<file path="config.mk">
export PLATFORM = sky130hd
export DESIGN_NAME = one_wire_bus_master
export DESIGN_NICKNAME = d
export VERILOG_FILES = /design/src/design/ow_pkg.sv /design/src/design/one_wire_bus_master.sv /design/src/design/ow_cfg.sv /design/src/design/ow_core.sv /design/src/design/ow_outq.sv
export SDC_FILE = /design/constraint.sdc
export NUM_CORES = 1
export LEC_CHECK = 0
export ABC_AREA = 1
export ABC_CLOCK_PERIOD_IN_PS = 3040
export CELL_PAD_IN_SITES_DETAIL_PLACEMENT = 1
export CELL_PAD_IN_SITES_GLOBAL_PLACEMENT = 2
export CORE_MARGIN = 2
export CORE_UTILIZATION = 39
export DETAILED_ROUTE_END_ITERATION = 8
export DONT_BUFFER_PORTS = 1
export HOLD_SLACK_MARGIN = 0.02
export PLACE_DENSITY = 0.81
export REMOVE_ABC_BUFFERS = 1
export SETUP_SLACK_MARGIN = 0.5
export SKIP_LAST_GASP = 1
export SLEW_MARGIN = 15
export SYNTH_ARGS = -nofsm -noshare
export SYNTH_HDL_FRONTEND = slang
export SYNTH_HIERARCHICAL = 1
export SYNTH_SLANG_ARGS = --single-unit
</file>
<file path="constraint.sdc">
create_clock -name clk -period 3.04 [get_ports clk]
set_input_delay 0.456 -clock clk [delete_from_list [all_inputs] [get_ports clk]]
set_output_delay 0.456 -clock clk [all_outputs]
set_load 0.03 [all_outputs]
</file>
<file path="src/design/ow_pkg.sv">
// ----------------------------------------------------------------------------
// ow_pkg: shared types and constants of the 1-Wire bus master
// Holds the timer width, the command and register codes, and the structs
// that carry configuration and result items between the modules.
// ----------------------------------------------------------------------------
package ow_pkg;

	localparam int TIMER_BITS = 10;
	localparam int LEN_W      = (TIMER_BITS > 11) ? TIMER_BITS : 11;

	typedef enum logic [1:0] {
		OP_RESET = 2'd0,
		OP_WRITE = 2'd1,
		OP_READ  = 2'd2,
		OP_NONE  = 2'd3
	} op_t;

	typedef enum logic [2:0] {
		REG_RESET_LOW_TIME = 3'd0,
		REG_PRESENCE_WAIT  = 3'd1,
		REG_RESET_TAIL     = 3'd2,
		REG_SLOT_TIME      = 3'd3,
		REG_READ_TAIL      = 3'd4,
		REG_SHORT_LOW      = 3'd5
	} reg_idx_t;

	typedef struct packed {
		logic [9:0] reset_low_time;
		logic [7:0] presence_wait;
		logic [9:0] reset_tail;
		logic [7:0] slot_time;
		logic [7:0] read_tail;
		logic [3:0] short_low;
	} cfg_t;

	typedef struct packed {
		logic       drive_low;
		logic       busy_res;
		logic       done_res;
		logic [7:0] read_data;
		logic       presence_line;
	} res_t;

	// A length of zero counts as one tick; the count is cut to the timer width.
	function automatic logic [TIMER_BITS-1:0] timer_load(input logic [10:0] len);
		logic [LEN_W-1:0] v;
		v = (len == 11'd0) ? LEN_W'(1) : LEN_W'(len);
		v = v - LEN_W'(1);
		return v[TIMER_BITS-1:0];
	endfunction

endpackage

</file>
<file path="src/design/one_wire_bus_master.sv">
// A tick request accepted by the core is registered in its input stage and then
// written into the result queue, which presents it on the result ports in order.
// Throughput: one tick request and one result per clock cycle when the result side
// keeps up; the three-entry result queue absorbs short result stalls.
// Reset: asynchronous and active low; it idles the bus, releases the line, empties
// the queue and restores the default timing registers.
// ----------------------------------------------------------------------------
// one_wire_bus_master: 1-Wire bus master
// Runs bus reset with presence check and byte write and read slots, one
// request per microsecond tick, LSB first.
// ----------------------------------------------------------------------------
module one_wire_bus_master (
	input  logic       clk,
	input  logic       arst_n,
	input  logic       cfg_write,
	input  logic [2:0] cfg_index,
	input  logic [9:0] cfg_data,
	input  logic       valid,
	output logic       stall,
	input  logic       cmd_valid,
	input  logic [1:0] operation,
	input  logic [7:0] write_data,
	input  logic       line_in,
	output logic       res_valid,
	input  logic       res_stall,
	output logic       drive_low,
	output logic       busy_res,
	output logic       done_res,
	output logic [7:0] read_data,
	output logic       presence_line
);
	import ow_pkg::*;

	cfg_t cfg;
	res_t core_res;
	res_t out_res;
	logic push;

	ow_cfg u_cfg (
		.clk       (clk),
		.arst_n    (arst_n),
		.cfg_write (cfg_write),
		.cfg_index (cfg_index),
		.cfg_data  (cfg_data),
		.cfg       (cfg)
	);

	ow_core u_core (
		.clk        (clk),
		.arst_n     (arst_n),
		.cfg        (cfg),
		.accept     (valid && !stall),
		.cmd_valid  (cmd_valid),
		.operation  (operation),
		.write_data (write_data),
		.line_in    (line_in),
		.push       (push),
		.res        (core_res)
	);

	ow_outq u_outq (
		.clk       (clk),
		.arst_n    (arst_n),
		.push      (push),
		.push_res  (core_res),
		.in_flight (push),
		.in_stall  (stall),
		.res_valid (res_valid),
		.res_stall (res_stall),
		.res       (out_res)
	);

	assign drive_low     = out_res.drive_low;
	assign busy_res      = out_res.busy_res;
	assign done_res      = out_res.done_res;
	assign read_data     = out_res.read_data;
	assign presence_line = out_res.presence_line;

endmodule

</file>
<file path="src/design/ow_cfg.sv">
// ----------------------------------------------------------------------------
// ow_cfg: timing register file
// Holds the six slot timing registers, written through a plain write port.
// ----------------------------------------------------------------------------
module ow_cfg (
	input  logic          clk,
	input  logic          arst_n,
	input  logic          cfg_write,
	input  logic [2:0]    cfg_index,
	input  logic [9:0]    cfg_data,
	output ow_pkg::cfg_t  cfg
);
	import ow_pkg::*;

	cfg_t cfg_q;

	always_ff @(posedge clk or negedge arst_n) begin
		if (!arst_n) begin
			cfg_q.reset_low_time <= 10'd480;
			cfg_q.presence_wait  <= 8'd50;
			cfg_q.reset_tail     <= 10'd420;
			cfg_q.slot_time      <= 8'd60;
			cfg_q.read_tail      <= 8'd50;
			cfg_q.short_low      <= 4'd1;
		end else if (cfg_write) begin
			unique case (cfg_index)
				REG_RESET_LOW_TIME: cfg_q.reset_low_time <= cfg_data;
				REG_PRESENCE_WAIT:  cfg_q.presence_wait  <= cfg_data[7:0];
				REG_RESET_TAIL:     cfg_q.reset_tail     <= cfg_data;
				REG_SLOT_TIME:      cfg_q.slot_time      <= cfg_data[7:0];
				REG_READ_TAIL:      cfg_q.read_tail      <= cfg_data[7:0];
				REG_SHORT_LOW:      cfg_q.short_low      <= cfg_data[3:0];
				default: begin
				end
			endcase
		end
	end

	assign cfg = cfg_q;

endmodule

</file>
<file path="src/design/ow_core.sv">
// ----------------------------------------------------------------------------
// ow_core: bus phase sequencer
// Registers each accepted tick, then advances phase, timer, bit counter and
// shift register by one tick and forms the result item of that tick.
// ----------------------------------------------------------------------------
module ow_core (
	input  logic          clk,
	input  logic          arst_n,
	input  ow_pkg::cfg_t  cfg,
	input  logic          accept,
	input  logic          cmd_valid,
	input  logic [1:0]    operation,
	input  logic [7:0]    write_data,
	input  logic          line_in,
	output logic          push,
	output ow_pkg::res_t  res
);
	import ow_pkg::*;

	typedef enum logic [3:0] {
		PH_IDLE     = 4'd0,
		PH_RST_LOW  = 4'd1,
		PH_RST_WAIT = 4'd2,
		PH_RST_TAIL = 4'd3,
		PH_SLOT_LOW = 4'd4,
		PH_SLOT_REL = 4'd5
	} phase_t;

	logic                  valid_s1;
	logic                  cmd_s1;
	op_t                   op_s1;
	logic [7:0]            wdata_s1;
	logic                  line_s1;

	phase_t                phase_q, phase_n;
	logic [TIMER_BITS-1:0] timer_q, timer_n;
	logic [2:0]            bitcnt_q, bitcnt_n;
	logic [7:0]            shift_q, shift_n;
	op_t                   kind_q, kind_n;
	logic                  presence_q, presence_n;
	logic [7:0]            rdres_q, rdres_n;
	logic                  done;

	function automatic logic [10:0] low_len(input op_t kind, input logic [7:0] sh,
	                                        input cfg_t c);
		if (kind == OP_WRITE && !sh[0]) begin
			return {3'd0, c.slot_time};
		end
		return {7'd0, c.short_low};
	endfunction

	function automatic logic [10:0] rel_len(input op_t kind, input logic [7:0] sh,
	                                        input cfg_t c);
		if (kind == OP_READ) begin
			return {3'd0, c.read_tail} + 11'd1;
		end
		if (sh[0]) begin
			return {3'd0, c.slot_time};
		end
		return 11'd1;
	endfunction

	always_ff @(posedge clk or negedge arst_n) begin
		if (!arst_n) begin
			valid_s1 <= 1'b0;
		end else begin
			valid_s1 <= accept;
		end
	end

	always_ff @(posedge clk) begin
		if (accept) begin
			cmd_s1   <= cmd_valid;
			op_s1    <= op_t'(operation);
			wdata_s1 <= write_data;
			line_s1  <= line_in;
		end
	end

	always_comb begin
		phase_n    = phase_q;
		timer_n    = timer_q;
		bitcnt_n   = bitcnt_q;
		shift_n    = shift_q;
		kind_n     = kind_q;
		presence_n = presence_q;
		rdres_n    = rdres_q;
		done       = 1'b0;
		if (valid_s1) begin
			if (phase_q == PH_IDLE) begin
				if (cmd_s1 && op_s1 != OP_NONE) begin
					kind_n   = op_s1;
					bitcnt_n = 3'd0;
					if (op_s1 == OP_RESET) begin
						phase_n = PH_RST_LOW;
						timer_n = timer_load({1'b0, cfg.reset_low_time});
					end else begin
						shift_n = (op_s1 == OP_WRITE) ? wdata_s1 : 8'd0;
						phase_n = PH_SLOT_LOW;
						timer_n = timer_load(low_len(op_s1, shift_n, cfg));
					end
				end
			end else if (timer_q != '0) begin
				timer_n = timer_q - TIMER_BITS'(1);
			end else begin
				unique case (phase_q)
					PH_RST_LOW: begin
						phase_n = PH_RST_WAIT;
						timer_n = timer_load({3'd0, cfg.presence_wait});
					end
					PH_RST_WAIT: begin
						presence_n = line_s1;
						phase_n    = PH_RST_TAIL;
						timer_n    = timer_load({1'b0, cfg.reset_tail});
					end
					PH_RST_TAIL: begin
						phase_n = PH_IDLE;
						done    = 1'b1;
					end
					PH_SLOT_LOW: begin
						phase_n = PH_SLOT_REL;
						timer_n = timer_load(rel_len(kind_q, shift_q, cfg));
						if (kind_q == OP_READ) begin
							shift_n = {line_s1, shift_q[7:1]};
						end
					end
					PH_SLOT_REL: begin
						if (kind_q != OP_READ) begin
							shift_n = {1'b0, shift_q[7:1]};
						end
						if (bitcnt_q == 3'd7) begin
							if (kind_q == OP_READ) begin
								rdres_n = shift_n;
							end
							phase_n = PH_IDLE;
							done    = 1'b1;
						end else begin
							bitcnt_n = bitcnt_q + 3'd1;
							phase_n  = PH_SLOT_LOW;
							timer_n  = timer_load(low_len(kind_q, shift_n, cfg));
						end
					end
					default: begin
						phase_n = PH_IDLE;
					end
				endcase
			end
		end
	end

	always_ff @(posedge clk or negedge arst_n) begin
		if (!arst_n) begin
			phase_q    <= PH_IDLE;
			timer_q    <= '0;
			bitcnt_q   <= 3'd0;
			shift_q    <= 8'd0;
			kind_q     <= OP_RESET;
			presence_q <= 1'b1;
			rdres_q    <= 8'd0;
		end else begin
			phase_q    <= phase_n;
			timer_q    <= timer_n;
			bitcnt_q   <= bitcnt_n;
			shift_q    <= shift_n;
			kind_q     <= kind_n;
			presence_q <= presence_n;
			rdres_q    <= rdres_n;
		end
	end

	assign push              = valid_s1;
	assign res.drive_low     = (phase_n == PH_RST_LOW) || (phase_n == PH_SLOT_LOW);
	assign res.busy_res      = (phase_n != PH_IDLE);
	assign res.done_res      = done;
	assign res.read_data     = rdres_n;
	assign res.presence_line = presence_n;

endmodule

</file>
<file path="src/design/ow_outq.sv">
// ----------------------------------------------------------------------------
// ow_outq: result queue
// Three-entry queue of result items that decouples the tick input from the
// result consumer; its stall to the request side comes from registers only.
// ----------------------------------------------------------------------------
module ow_outq (
	input  logic          clk,
	input  logic          arst_n,
	input  logic          push,
	input  ow_pkg::res_t  push_res,
	input  logic          in_flight,
	output logic          in_stall,
	output logic          res_valid,
	input  logic          res_stall,
	output ow_pkg::res_t  res
);
	import ow_pkg::*;

	res_t       mem [3];
	logic [1:0] wr_q;
	logic [1:0] rd_q;
	logic [1:0] cnt_q;
	logic       pop;

	assign pop       = res_valid && !res_stall;
	assign res_valid = (cnt_q != 2'd0);
	assign res       = mem[rd_q];
	assign in_stall  = ({1'b0, cnt_q} + {2'b0, in_flight}) >= 3'd3;

	always_ff @(posedge clk) begin
		if (push) begin
			mem[wr_q] <= push_res;
		end
	end

	always_ff @(posedge clk or negedge arst_n) begin
		if (!arst_n) begin
			wr_q  <= 2'd0;
			rd_q  <= 2'd0;
			cnt_q <= 2'd0;
		end else begin
			if (push) begin
				wr_q <= (wr_q == 2'd2) ? 2'd0 : wr_q + 2'd1;
			end
			if (pop) begin
				rd_q <= (rd_q == 2'd2) ? 2'd0 : rd_q + 2'd1;
			end
			cnt_q <= cnt_q + {1'b0, push} - {1'b0, pop};
		end
	end

endmodule

</file>
==> Yosys cells after proc, flatten, opt, wreduce, memory -nomap -nowiden <==
Memory sizes are Yosys's and may differ from the RTL's.
Cells that the tools add are included.
{ "totals": {"wordCells": 196, "output_inout_bits": 14, "n_memories": 1, "in_bits": 30, "ram_bits": 36, "ff_bits": 103} }
{ "op_classes": {"addsub": 14, "reduce_logical": 35, "n_eq_ne": 26, "order_cmp": 1, "muxes": 98} }
{ "mem_list": {"columns": ["memory", "depth", "width", "rd", "rd_clocked_by_memory_dff", "wr", "line_no", "rtl"], "rows": [
  ["u_outq.mem", 3, 12, 1, 0, 1, "ow_outq.sv:19", "res_t mem [3];"]
]} }
{ "ops": {"columns": ["cell", "count"], "rows": [
  ["$mux W11", 21],
  ["$mux W8", 18],
  ["$mux W10", 10],
  ["$sub A10 B1 Y10 const B", 7],
  ["$pmux W10 S4", 1],
  ["$logic_not A11 Y1", 3],
  ["$mux W1", 32],
  ["$mux W3", 7],
  ["$logic_not A10 Y1", 2],
  ["$mux W4", 4],
  ["$pmux W4 S4", 1],
  ["$pmux W8 S2", 1],
  ["$eq A4 B3 Y1 const B", 3],
  ["$reduce_and A2 Y1", 6],
  ["$reduce_bool A10 Y1", 1],
  ["$add A8 B1 Y9 const B", 1],
  ["$eq A3 B3 Y1 const B", 3],
  ["$eq A4 B1 Y1 const B", 2],
  ["$eq A4 B2 Y1 const B", 2],
  ["$logic_not A8 Y1", 1],
  ["$ne A2 B2 Y1 const B", 4],
  ["$eq A2 B2 Y1 const B", 3],
  ["$eq A3 B2 Y1 const B", 2],
  ["$reduce_and A6 Y1", 1],
  ["other kinds (26)", 38]
]} }

==> Longest topological paths before layout <==
{ "logic_depth": {"word_depth": 27, "ltp_mapped": 22, "ltp_nobuf": 22} }

==> Modules after synthesis <==
Netlist, hierarchy kept.
{ "modules_own_cells": {"columns": ["module", "area_each_um2", "n_inst", "seq_area_each_um2", "cells_each"], "rows": [
  ["ow_core", 4016.4, 1, 1287.5, 601],
  ["ow_cfg", 1999.4, 1, 1224.9, 220],
  ["ow_outq", 1692.9, 1, 1231.2, 135],
  ["one_wire_bus_master", 10.0, 1, 0.0, 2]
]} }

==> Worst setup path after synthesis <==
Ideal clock, no wire load.
{ "synth_path": {"path_type": "register to register", "startpoint": "register u_cfg.cfg_q, in the netlist u_cfg/cfg[5]", "endpoint": "register u_core.timer_q[6]", "setup_time_ns": 0.116, "n_path_buf": 0, "path_stages_with_launch": 22, "period_less_slack_ns": 2.417, "t_required_ns": 2.924, "setup_slack_ns": 0.623, "t_arrival_ns": 2.301, "path_cell_list": "dfstp_2 -> ha_1 -> nand2_1 -> nor2_1 -> nand2_1 -> nand2_1 -> nand2_1 -> nand2_1 -> nor2_1 -> nand3_1 -> nand2_1 -> a21oi_2 -> ha_1 -> nand2_1 -> nor2_2 -> nand2_1 -> o21ai_1 -> nand2_1 -> nand3_1 -> nand2_1 -> nand2_1 -> nand2_1"} }
{ "synth_via": {"elab_chain_cells": 15} }
{ "synth_lines": {"columns": ["item", "line_no", "rtl"], "rows": [
  ["start: declaration", "ow_cfg.sv:15", "cfg_t cfg_q;"],
  ["$add A8 B1 Y9 *", "ow_core.sv:55", "return {3'd0, c.read_tail} + 11'd1;"],
  ["$mux W11 *", "ow_core.sv:54", "if (kind == OP_READ) begin"],
  ["$mux W11", "ow_core.sv:57", "if (sh[0]) begin"],
  ["$mux W11", "ow_core.sv:60", "return 11'd1;"],
  ["$mux W11 *", "ow_core.sv:57", null],
  ["$mux W11 *", "ow_core.sv:106", "unique case (phase_q)"],
  ["$mux W11 *", "ow_core.sv:103", "end else if (timer_q != '0) begin"],
  ["$mux W11 *", "ow_core.sv:90", "if (phase_q == PH_IDLE) begin"],
  ["$mux W11 *", "ow_core.sv:89", "if (valid_s1) begin"],
  ["$logic_not A11 Y1", "ow_pkg.sv:47", "v = (len == 11'd0) ? LEN_W'(1) : LEN_W'(len);"],
  ["$mux W10 *", "ow_pkg.sv:47", null],
  ["$sub A10 B1 Y10 *", "ow_pkg.sv:48", "v = v - LEN_W'(1);"],
  ["$pmux W10 S4 *", "ow_core.sv:106", null],
  ["$mux W10 *", "ow_core.sv:103", null],
  ["$mux W10 *", "ow_core.sv:90", null],
  ["end signal: assignment", "ow_core.sv:162", "timer_q <= timer_n;"],
  ["end: declaration", "ow_core.sv:36", "logic [TIMER_BITS-1:0] timer_q, timer_n;"]
]} }
Every way passes the cells marked *; elsewhere a longest branch is shown, timed or not. The select of a mux whose other input is x is not followed.
A chain may end at the register's enable or synchronous reset.

==> Final worst setup path <==
Ends and elaborated chain as after synthesis.

==> metrics.cfg <==
[floorplan]
die_area_um2=20900
chipHeight_um=145
io_pins=44
die-width_um=145
design.core.area_um2=19500
start_util_pct=39.7
num_rows=51

[global_routing]
first_global_vias=6504
antenna_found_initial=0
grt_pass1_wl_um=36300
grt_overflow=0
grt_max_degree=92
track_usage_pct=22.9

[placement]
place_hpwl_um=17200
dp.cells=1222
port_buffers=0
gp_congestion=0.893

[setup_path]
worst_path_max_delay_cell=dfstp_2
critical_path_required_ps=3360
crit_start=u_cfg/cfg[5]$_DFFE_PN1P_
critPathLaunchType=flip-flop
crit_buf_inv=0
cp_top_family=simple AND/OR/NAND/NOR gates
critical_path.max_stage_delay_ps=570
path_cells=ha_4 -> nand2_4 -> nor2_4 -> nand2_1 -> nand2_1 -> nand2_1 -> nand2_1 -> nor2_1 -> nand3_1 -> nand2_2 -> a21oi_4 -> ha_4 -> nand2_2 -> nor2_4 -> nand2_2 -> o21ai_2 -> nand2_1 -> nand3_1 -> nand2_1 -> nand2_1 -> nand2_1
endpoint_kind=flip-flop
crit_top_cell=nand2_1
cp_max_fo=4
critical_path_arrival_ps=2850
criticalPathCategory=reg -> reg
r2r-start=u_cfg/cfg[5]$_DFFE_PN1P_

[cts]
clockRootBuffer=clkbuf_16
clk_latency_ps=430
cts.clk_slew.worst_paths_ps=70
clock-sinks=139
clk_path_buf_depth=2
htreeDepth=4
cts_buffers=17
cts_tree=done

[detailed_routing]
dr.first_iter.drc_count=399
wl_per_cell_um=17.9
via_per_inst=5.09
finalWirelength_um=22800
drtPass1Iterations=6
num_vias=6486
antenna_left=0
drc_errors=0

[layout]
fin_cells=1275
area_growth_pct=16.8
layout.nets=1038
layout-drive-gt1-share_pct=18.8
diodes=0

[status]
outcome=finished clean

[sta]
rsz0062_at_grt=yes
slew_headroom_pct=54.8
setup_viol=0
maxSlewViolCount=0
finClkSkew_ps=8.59
hold_violations=0
tightest_slew_ps=678
fmax_mhz=396
fin_tns_setup_ps=0
fin_hold_ws_ps=117
post-route-min-period_ps=2520
finalCritPeriodShare_pct=83.0

[yosys]
synth_ff_type=dfrtp_1
synth_edf_count=48
syn-cell-area_um2=7720
async_flop_share_pct=65.5
ys.warnings.count=6
postSynthAreaPerCell_um2=8.06
ys_ff_latch=139
ys_seq_area_share_pct=48.5
synthCells=958
ys_types=51

[power_and_ir_drop]
power_leakage_nw=4.22
vdd_drop_max_mv=0.468
p_per_area_nw_per_um2=994

[job]
drv_cap=0

[min_path]
hold_start=cfg_data[0]
hold_path.class=in -> reg

==> registers in the layout (all words and copies together), names as in the netlist, 3 cells and up <==
name,cells
u_core/rdres_q,8
u_core/wdata_s1,8
u_cfg/cfg,48
u_core/phase_q,4
u_core/bitcnt_q,3
u_outq/mem,36
u_core/timer_q,10
u_core/shift_q,8
==> metal layers <==
metal / vias up / global-route usage [%] / part of all wire, %
li1: 3233 / - / -
met1: 3127 / 30.2 / 46
met2: 101 / 39.3 / 50
met3: 25 / 3.46 / 2.8
met4: 0 / 6.75 / 1.9
met5: - / 0 / 0
==> cell families after synthesis <==
family	after synthesis	synth area share, %
buffers and inverters	142	7.88
AOI/OAI and AO/OA	120	9.60
DFF	139	48.5
and+or+nand+nor	536	31.1
adders and majority gates	11	1.78
xor gates and xnor gates	10	1.13
==> synthesized netlist by cell type (2+ instances only) <==
cell,instances,area (um^2)
nor4_1,2,12.5
nor2_4,10,113
a31oi_1,6,37.5
o21ai_2,3,26.3
a21oi_1,23,115
inv_1,100,375
a221oi_1,2,17.5
a22oi_1,3,22.5
buf_4,9,67.6
a32oi_1,3,26.3
ha_1,11,138
o211ai_2,2,25.0
nor3_1,7,35.0
dfstp_2,20,526
edfxtp_1,48,1440
nand4_1,5,31.3
dfrtp_1,71,1780
o211ai_1,7,52.6
xnor2_1,3,26.3
nor2_2,12,75.1
clkbuf_1,2,7.51
nor2_1,82,308
o21ai_1,8,40.0
nand2_4,5,56.3
a32o_1,2,20.0
buf_6,4,45.0
xor2_1,7,61.3
buf_2,8,40.0
inv_2,18,67.6
nand2_2,6,37.5
o22ai_1,5,31.3
nand3_1,116,581
nand2_1,282,1060
o21a_1,5,37.5
o21ai_0,40,200
nand3_2,3,30.0
o21bai_1,4,30.0
==> path summary, 6_finish.rpt <==
| path | to | slack, ps | depth (start not counted) |
|---|---|---|---|
| setup reg to reg | u_core/timer_q[6]$_DFFE_PN0P_ | 520 | 21 |
| max in group asynchronous | u_core/presence_q$_DFF_PN1_ | 2050 | 2 |
| setup / recovery | u_core/timer_q[6]$_DFFE_PN0P_ | 520 | 21 |
| hold reg to reg | u_cfg/cfg[27]$_DFFE_PN1P_ | 470 | 2 |
| min in group asynchronous | u_cfg/cfg[41]$_DFFE_PN0P_ | 590 | 2 |
| hold / removal | u_cfg/cfg[0]$_DFFE_PN1P_ | 120 | 2 |
==> cell usage in the layout, fill, tap and decap left out, types with 12 or more instances in the layout <==
| cell type | count |
|---|---|
| o21ai_1 | 12 |
| nor2_2 | 15 |
| a21oi_1 | 20 |
| buf_4 | 41 |
| nand2_1 | 273 |
| nor2_1 | 75 |
| edfxtp_1 | 48 |
| nor2_4 | 14 |
| dfrtp_1 | 71 |
| nand3_1 | 113 |
| inv_1 | 98 |
| clkbuf_16 | 17 |
| nand2_2 | 12 |
| dfstp_2 | 20 |
| inv_2 | 19 |
| o21ai_0 | 33 |
==> repair_timing <==
item	4_1_cts	5_1_grt
endpoints found under the hold margin	91	0
pin swaps	12	12
cloned	0	0
hold buffers	2	0
resized for setup	23	31
buffers inserted	4	15
setup endpoints to repair	15	40
==> power by group <==
| part | total, W | switching [W] | internal (W) | leakage (nW) |
|---|---|---|---|---|
| sequential | 0.00287 | 0.000400 | 0.00247 | 1.59 |
| clock | 0.00213 | 0.000956 | 0.00118 | 0.294 |
| combinational | 0.00396 | 0.00267 | 0.00129 | 2.33 |
| total | 0.00896 | 0.00402 | 0.00494 | 4.22 |
==> layout make-up <==
| class | count | area [um^2] |
|---|---|---|
| Clock buffer | 17 | 425 |
| Clock inverter | 15 | 175 |
| Fill cell | 2346 | 10400 |
| Inverter | 119 | 452 |
| Multi-Input combinational cell | 677 | 3550 |
| Sequential cell | 139 | 3740 |
| Tap cell | 265 | 332 |
| Timing Repair Buffer | 43 | 345 |
==> stage by stage <==
| stage | power [W] | worst slack, ps | cell area [um^2] | util [%] |
|---|---|---|---|---|
| after floorplan | 0.00534 | 621 | 7560 | - |
| final | 0.00896 | 518 | 9020 | 46.3 |
| after global routing | 0.00960 | 299 | 9020 | 46.3 |
| after global placement | 0.00637 | 205 | 8060 | 41.4 |
| after CTS | 0.00875 | 463 | 8810 | 45.3 |
| after detailed placement | 0.00641 | 172 | 8060 | 41.4 |
==> worst reg2reg max path, cell delays in order, from the launching register on <==
cell and delay (ps):
dfstp_2 570, ha_4 160, nand2_4 80, nor2_4 100, nand2_1 50, nand2_1 50
nand2_1 50, nand2_1 80, nor2_1 40, nand3_1 80, nand2_2 80, a21oi_4 220
ha_4 170, nand2_2 70, nor2_4 130, nand2_2 70, o21ai_2 140, nand2_1 60
nand3_1 70, nand2_1 50, nand2_1 50, nand2_1 40
Note: power is estimated with default switching activity, not from simulation.
